## src/rtl/core/zph_pkg.sv

```systemverilog
// ----------------------------------------------------------------------------
// zph_pkg
// Shared types and constants of the position hasher: item layout, command
// codes, controller states, step codes and the fixed slots of the key table.
// ----------------------------------------------------------------------------
package zph_pkg;

  localparam int unsigned KeyIdxW = 10;
  localparam int unsigned HashW   = 64;
  localparam int unsigned SqW     = 6;
  localparam int unsigned PendW   = 64;

  // Command carried in the input sideband.
  typedef enum logic [1:0] {
    CMD_LOAD  = 2'd0,
    CMD_BEGIN = 2'd1,
    CMD_ADD   = 2'd2,
    CMD_MOVE  = 2'd3
  } cmd_e;

  typedef enum logic [1:0] {
    ST_IDLE,
    ST_RUN,
    ST_FINISH
  } state_e;

  // Fixed slots of the key table.
  localparam logic [KeyIdxW-1:0] SideSlot   = 10'd768;
  localparam logic [KeyIdxW-1:0] CastleSlot = 10'd769;
  localparam logic [KeyIdxW-1:0] EpSlot     = 10'd773;

  localparam logic [2:0] MaxKind = 3'd5;

  // Key reads of begin and move items, one pending bit per step.
  localparam logic [SqW-1:0] StepFrom    = 6'd0;
  localparam logic [SqW-1:0] StepTo      = 6'd1;
  localparam logic [SqW-1:0] StepCapture = 6'd2;
  localparam logic [SqW-1:0] StepSide    = 6'd3;
  localparam logic [SqW-1:0] StepWk      = 6'd4;
  localparam logic [SqW-1:0] StepWq      = 6'd5;
  localparam logic [SqW-1:0] StepBk      = 6'd6;
  localparam logic [SqW-1:0] StepBq      = 6'd7;
  localparam logic [SqW-1:0] StepEpOld   = 6'd8;
  localparam logic [SqW-1:0] StepEpNew   = 6'd9;

  typedef struct packed {
    cmd_e                command;
    logic [KeyIdxW-1:0]  key_index;
    logic [HashW-1:0]    data_word;
    logic                color;
    logic [2:0]          piece_kind;
    logic [2:0]          captured_kind;
    logic [SqW-1:0]      from_square;
    logic [SqW-1:0]      to_square;
    logic [3:0]          castle_rights;
    logic                ep_valid;
    logic [2:0]          ep_file;
  } item_t;

  typedef struct packed {
    logic capture;  // take the input item
    logic issue;    // read the next pending key
    logic commit;   // publish the result and update the position state
  } ctrl_cmd_t;

  typedef struct packed {
    logic pend_empty;
  } dp_status_t;

endpackage

```

## src/rtl/core/zph_ctrl.sv

```systemverilog
// ----------------------------------------------------------------------------
// zph_ctrl
// Sequencer of the position hasher: takes an item, steps through its key
// reads and hands the result to the output register.
// ----------------------------------------------------------------------------
module zph_ctrl (
  input  logic               clk_i,
  input  logic               rst_ni,
  input  logic               s_valid_i,
  output logic               s_ready_o,
  output logic               m_valid_o,
  input  logic               m_ready_i,
  input  zph_pkg::dp_status_t status_i,
  output zph_pkg::ctrl_cmd_t  cmd_o
);

  zph_pkg::state_e state_q, state_d;
  logic            m_valid_q, m_valid_d;
  logic            out_free;

  assign out_free = !m_valid_q || m_ready_i;

  always_comb begin
    state_d = state_q;
    unique case (state_q)
      zph_pkg::ST_IDLE: begin
        if (s_valid_i) begin
          state_d = zph_pkg::ST_RUN;
        end
      end
      zph_pkg::ST_RUN: begin
        if (status_i.pend_empty) begin
          state_d = zph_pkg::ST_FINISH;
        end
      end
      zph_pkg::ST_FINISH: begin
        if (out_free) begin
          state_d = zph_pkg::ST_IDLE;
        end
      end
      default: state_d = zph_pkg::ST_IDLE;
    endcase
  end

  always_comb begin
    s_ready_o     = 1'b0;
    cmd_o.capture = 1'b0;
    cmd_o.issue   = 1'b0;
    cmd_o.commit  = 1'b0;
    unique case (state_q)
      zph_pkg::ST_IDLE: begin
        s_ready_o     = 1'b1;
        cmd_o.capture = s_valid_i;
      end
      zph_pkg::ST_RUN: begin
        cmd_o.issue = !status_i.pend_empty;
      end
      zph_pkg::ST_FINISH: begin
        cmd_o.commit = out_free;
      end
      default: begin
        s_ready_o = 1'b0;
      end
    endcase
  end

  always_comb begin
    m_valid_d = m_valid_q;
    if (cmd_o.commit) begin
      m_valid_d = 1'b1;
    end else if (m_ready_i) begin
      m_valid_d = 1'b0;
    end
  end

  always_ff @(posedge clk_i or negedge rst_ni) begin
    if (!rst_ni) begin
      state_q   <= zph_pkg::ST_IDLE;
      m_valid_q <= 1'b0;
    end else begin
      state_q   <= state_d;
      m_valid_q <= m_valid_d;
    end
  end

  assign m_valid_o = m_valid_q;

endmodule

```

## config.mk

```make
export PLATFORM = sky130hd
export DESIGN_NAME = zph_ctrl
export DESIGN_NICKNAME = d
export VERILOG_FILES = /design/src/rtl/core/zph_pkg.sv /design/src/rtl/core/zph_ctrl.sv
export SDC_FILE = /design/constraint.sdc
export NUM_CORES = 1
export LEC_CHECK = 0
export BUFFER_PORTS_ARGS = -buffer_cell sky130_fd_sc_hd__buf_4
export CELL_PAD_IN_SITES_DETAIL_PLACEMENT = 0
export CELL_PAD_IN_SITES_GLOBAL_PLACEMENT = 2
export CORE_AREA = 2 2 39 41
export DETAILED_ROUTE_END_ITERATION = 8
export DIE_AREA = 0 0 41 43
export PLACE_DENSITY = 0.46
export RECOVER_POWER = 100
export SETUP_SLACK_MARGIN = 0.4
export SLEW_MARGIN = 20
export SYNTH_ARGS = -nofsm -noshare
export SYNTH_HDL_FRONTEND = slang
export SYNTH_SLANG_ARGS = --single-unit
```

## constraint.sdc

```tcl
create_clock -name clk_i -period 2.16 [get_ports clk_i]
set_input_delay 0.108 -clock clk_i [delete_from_list [all_inputs] [get_ports clk_i]]
set_output_delay 0.108 -clock clk_i [all_outputs]
set_load 0.1 [all_outputs]
```

==> reports/metrics.yaml, run 1 <==
run_status:
  status: "completed"
logic_synthesis:
  synth.top_cell.area_share_pct: 49.2
  synthDistinctLibCells: 11
  synth_area_leader_cell: "dfrtp_1"
  synthesis.instances: 16
  syn-cell-area_um2: 153
  synth-seq-cells: 3
  syn_nets: 21
  synth_seq_area_share_pct: 49.2
  ys_warn_count: 0
  synth.area.top_cells: "dfrtp_1, nand2b_1, buf_4, nand3b_1, nor3b_1"
  synth_area_per_cell_um2: 9.54
grt:
  antenna_found_initial: 0
  gr-usage-all-layers_pct: 5.54
  grt_pass1_vias: 151
  gr-total-overflow: 0
  grt_max_degree: 7
  grt_pass1_wl_um: 586
cts:
  cts_max_path_buffers: 2
  cts_resized: 0
  cts.sinks: 3
  htreeDepth: 1
  clock_latency_ns: 0.23
  cts.hold.buffers_added: 1
  path_clk_slew_ns: 0.04
  cts_buffers: 3
  cts_tree: "yes"
  root_buffer: "clkbuf_4"
  cts_setup_buffers: 0
routing:
  vias: 146
  first_iter_violations: 1
  drtPass1Iterations: 4
  drc: 0
  wl_per_cell_um: 7.20
  wirelength_um: 324
  drtAntennaViolNets: 0
  avgViaCountPerCell: 3.24
sta:
  setup_viol: 0
  rsz0062_at_grt: "no"
  finalSetupTns_ns: 0
  period_share_pct: 81.1
  finClkSkew_ns: 0.00294
  max_slew_margin_pct: 22.9
  max_slew.worst_pin.slew_ns: 1.16
  finalHoldViolCount: 0
  slew_viol_final: 0
  timing.fmax_mhz: 571
  period_needed_ns: 1.75
critical_path:
  r2r_start: "state_q[0]"
  cp_max_fo: 6
  crit_arrival_ns: 1.64
  critical_path_required_ns: 2.05
  worstSetupPathType: "register to primary output"
  crit_start: "state_q[0]"
  startpoint_type: "register"
  critPathCaptureType: "primary output"
final_layout:
  mostFrequentLayoutCells: "nand2b_1, clkbuf_1"
  final_cells: 45
  drive_gt1_share_pct: 41.4
  diodes: 0
  seq_area_um2: 75.1
  syn_to_final_growth_pct: 73.0
  multiInputGateArea_um2: 83.8
  layout.nets: 35
  fillCellCount: 166
  final_area_um2: 264
die:
  die_width_um: 41
  ios: 10
  core-area_mm2: 0.00138
  rows: 14
  fp.dieArea_mm2: 0.00176
  die_h_um: 43
  initial_core_util_pct: 11.0
placed_design:
  postPlaceCellArea_um2: 246
  place.gp.congestion: 0.560
  post-place-cells: 40
  port_buffers: 9
worst_hold_path:
  hold_start: "status_i"
  min_path_type: "input port to register"
job:
  cap_violations: 0
[per-layer routing]
metal	wire length [um]	global-route usage (%)	up-vias	share of wire (%)
li1	-	-	77	-
met1	118	5.52	68	36
met2	200	6.25	1	62
met3	5	3.14	0	1.5
met4	0	8.00	0	0
met5	0	0	-	0
[synth_stat cells, drive strengths merged]
cell / instances
dfrtp: 3
buf: 1
o21ai: 1
and2: 1
nor3b: 1
nand2b: 4
nand3b: 1
nand2: 1
nor2: 1
a21oi: 1
nor2b: 1
[critical path: stages, from the launching register on]
cell and delay, ns:
dfrtp_1 0.43, nor2_4 0.12, clkbuf_1 0.86
[through the flow]
stage / hold WS [ns] / worst slack, ns / utilization [%]
5_1_grt: 0.164 / 0.354 / 19.1
3_5_place_dp: -0.0994 / 1.00 / 17.8
3_3_place_gp: -0.101 / 1.02 / 17.8
4_1_cts: 0.147 / 0.748 / 20.4
6_report: 0.144 / 0.408 / 19.1
2_1_floorplan: -0.188 / 0.382 / -
[kinds of logic after synthesis]
kind of cell	synth area share, %
buffers and inverters	4.92
flip-flops	49.2
AND/OR/NAND/NOR	39.3
AO/OA/AOI/OAI	6.55
[final timing paths]
check | cells after the start | end | slack (ns)
setup / recovery | 2 | s_ready_o | 0.41
hold / removal | 3 | state_q[1] | 0.14
setup reg to reg | 2 | state_q[1] | 1.31
hold reg to reg | 2 | m_valid_o | 0.50
max in group asynchronous | 2 | m_valid_o | 1.79
min in group asynchronous | 2 | state_q[1] | 0.22
[cell type report]
type                            instances  share of cell area (%)
Clock buffer                            4                    9.95
Multi-Input combinational cell         12                    31.8
Sequential cell                         3                    28.4
Tap cell                               16                    7.58
Timing Repair Buffer                   10                    22.3
[state kept, by name, indices dropped and copies added (netlist names)]
register   count
m_valid_o      1
state_q        2
Power of run 1 is left out: the tool's default activity adds up to more than one toggle a clock period on the data nets, which glitch-free logic cannot reach.
==> run 2, diff against run 1 <==
clock period = 1.7 ns   (was 2.16 ns; I/O delays follow)
==> reports/metrics.yaml, run 2 (synthesized netlist as in run 1, its figures left out) <==
cts:
  root_buffer: "clkbuf_4"
  cts_max_path_buffers: 2  # unchanged
  path_clk_slew_ns: 0.04  # about the same
  cts_setup_buffers: 0  # unchanged
  cts_buffers: 3  # unchanged
  clock_latency_ns: 0.23  # about the same
  htreeDepth: 1  # unchanged
  cts.sinks: 3  # unchanged
  cts_tree: "yes"
final_layout:
  diodes: 0  # unchanged
  top_register: "state_q"
  drive_gt1_share_pct: 58.6  # +17 points
  fillCellCount: 163  # -1.8%
  final_common_cell: "nand2b_1"
  mostFrequentLayoutCells: "nand2b_1, clkbuf_4, buf_4, clkbuf_2"
  layout.nets: 35  # unchanged
  multiInputGateArea_um2: 93.8  # +12%
  seq_area_um2: 77.6  # +3.3%
  largest_reg_flops: 2  # unchanged
  syn_to_final_growth_pct: 91.0
worst_hold_path:
  hold_depth: 3  # unchanged
  min_path_type: "input port to register"
  hold_start: "s_valid_i"
  holdPathEnd: "state_q[0]"
grt:
  gr-total-overflow: 0  # unchanged
  grt_max_degree: 7  # unchanged
  grtUsageMet2_pct: 6.25  # unchanged
  grt_pass1_wl_um: 600  # +2.4%
  busiest_layer: "met4"
  antenna_found_initial: 0  # unchanged
  grt_pass1_vias: 159  # +5.3%
  gr-usage-all-layers_pct: 6.03  # +0.49 points
  grt_use_met3_pct: 3.14  # unchanged
  use_met1_pct: 6.13  # +0.61 points
die:
  fp.dieArea_mm2: 0.00176  # unchanged
  core-area_mm2: 0.00138  # unchanged
  rows: 14  # unchanged
  die_h_um: 43  # unchanged
  die_width_um: 41  # unchanged
  ios: 10  # unchanged
  initial_core_util_pct: 11.0  # unchanged
routing:
  wl_per_cell_um: 8.36  # +16%
  wirelength_um: 376  # +16%
  drtAntennaViolNets: 0  # unchanged
  drc: 0  # unchanged
  first_iter_violations: 1  # unchanged
  vias: 156  # +6.8%
  avgViaCountPerCell: 3.47  # +6.8%
  drtPass1Iterations: 2  # -2
placed_design:
  port_buffers: 9  # unchanged
  place.gp.congestion: 0.538  # -3.9%
sta:
  period_needed_ns: 1.45
  finalHoldViolCount: 0  # unchanged
  rsz0062_at_grt: "yes"
  finClkSkew_ns: 0.000371  # -0.00257 ns
  period_share_pct: 85.3
  setup_viol: 0  # unchanged
  max_slew.worst_pin.slew_ns: 0.544  # -0.618 ns
  max_slew_margin_pct: 63.9  # +41 points
  slew_viol_final: 0  # unchanged
  timing.fmax_mhz: 689
  finalSetupTns_ns: 0  # unchanged
critical_path:
  cp_max_fo: 6  # unchanged
  crit_start: "state_q[0]"
  crit_cells: 2  # unchanged
  critical_path_required_ns: 1.62  # -0.43 ns
  r2r_end: "state_q[1]"
  critPathTopFamily: "buffers and inverters"
  rr_worst_depth: 2  # unchanged
  path_buf_inv: 1  # unchanged
  rrSetupSlack_ns: 0.82  # -0.49 ns
  slowest_delay_ns: 0.47  # -0.39 ns
  r2r_start: "state_q[0]"
  critPathCaptureType: "primary output"
  worstSetupPathType: "register to primary output"
  crit_arrival_ns: 1.37  # -0.27 ns
  slowest_stage: "clkbuf_2"
  startpoint_type: "register"
  crit_chain: "nor3b_4 > clkbuf_2"
job:
  cap_violations: 0  # unchanged
run_status:
  status: "completed"
## run 2: per-layer routing
layer,share of wire [%],up-vias
li1,-,78
met5,0,-
met4,4.3,0
met3,15,2
met1,44,64
met2,36,12
## run 2: worst max path at each step
| stage | to | slack, ns |
|---|---|---|
| 2_1_floorplan | cmd_o[2] | 0.23 |
| 3_3_place_gp | cmd_o[0] | 0.54 |
| 3_5_place_dp | cmd_o[0] | 0.55 |
| 4_1_cts | cmd_o[0] | 0.36 |
| 5_1_grt | cmd_o[1] | 0.19 |
| 6_report | cmd_o[1] | 0.25 |
## run 2: layout make-up
type	instances	share of cell area (%)
clock buffer	4	9.01
tap	16	6.87
sequential	3	26.6
timing repair buffer	10	25.3
multi-input combinational	12	32.2
## run 2: tightest hold or removal path: cells and delay by family
family	cells	cell delay, ns
AND/OR/NAND/NOR	1	0.06
AO/OA/AOI/OAI	1	0.06
buffers and inverters	1	0.11
## run 2: per-stage QoR
| step | cells | util, % | worst slack, ns | hold slack (ns) | instance area, um^2 |
|---|---|---|---|---|---|
| 6_report | 45 | 21.1 | 0.249 | 0.135 | 292 |
| 5_1_grt | 45 | 21.1 | 0.187 | 0.144 | 292 |
| 4_1_cts | 45 | 22.2 | 0.365 | 0.129 | 308 |
| 3_5_place_dp | 40 | 18.4 | 0.549 | -0.125 | 255 |
| 3_3_place_gp | 40 | 18.4 | 0.544 | -0.124 | 255 |
| 2_1_floorplan | 16 | - | 0.233 | -0.211 | 175 |
## run 2: timing repair
| action | CTS | global route |
|---|---|---|
| endpoints found under the setup margin | 2 | 3 |
| gates resized for setup | 4 | 3 |
| hold buffers | 1 | 0 |
| hold endpoints to repair | 3 | 0 |
Power of run 2 is left out for the same reason.
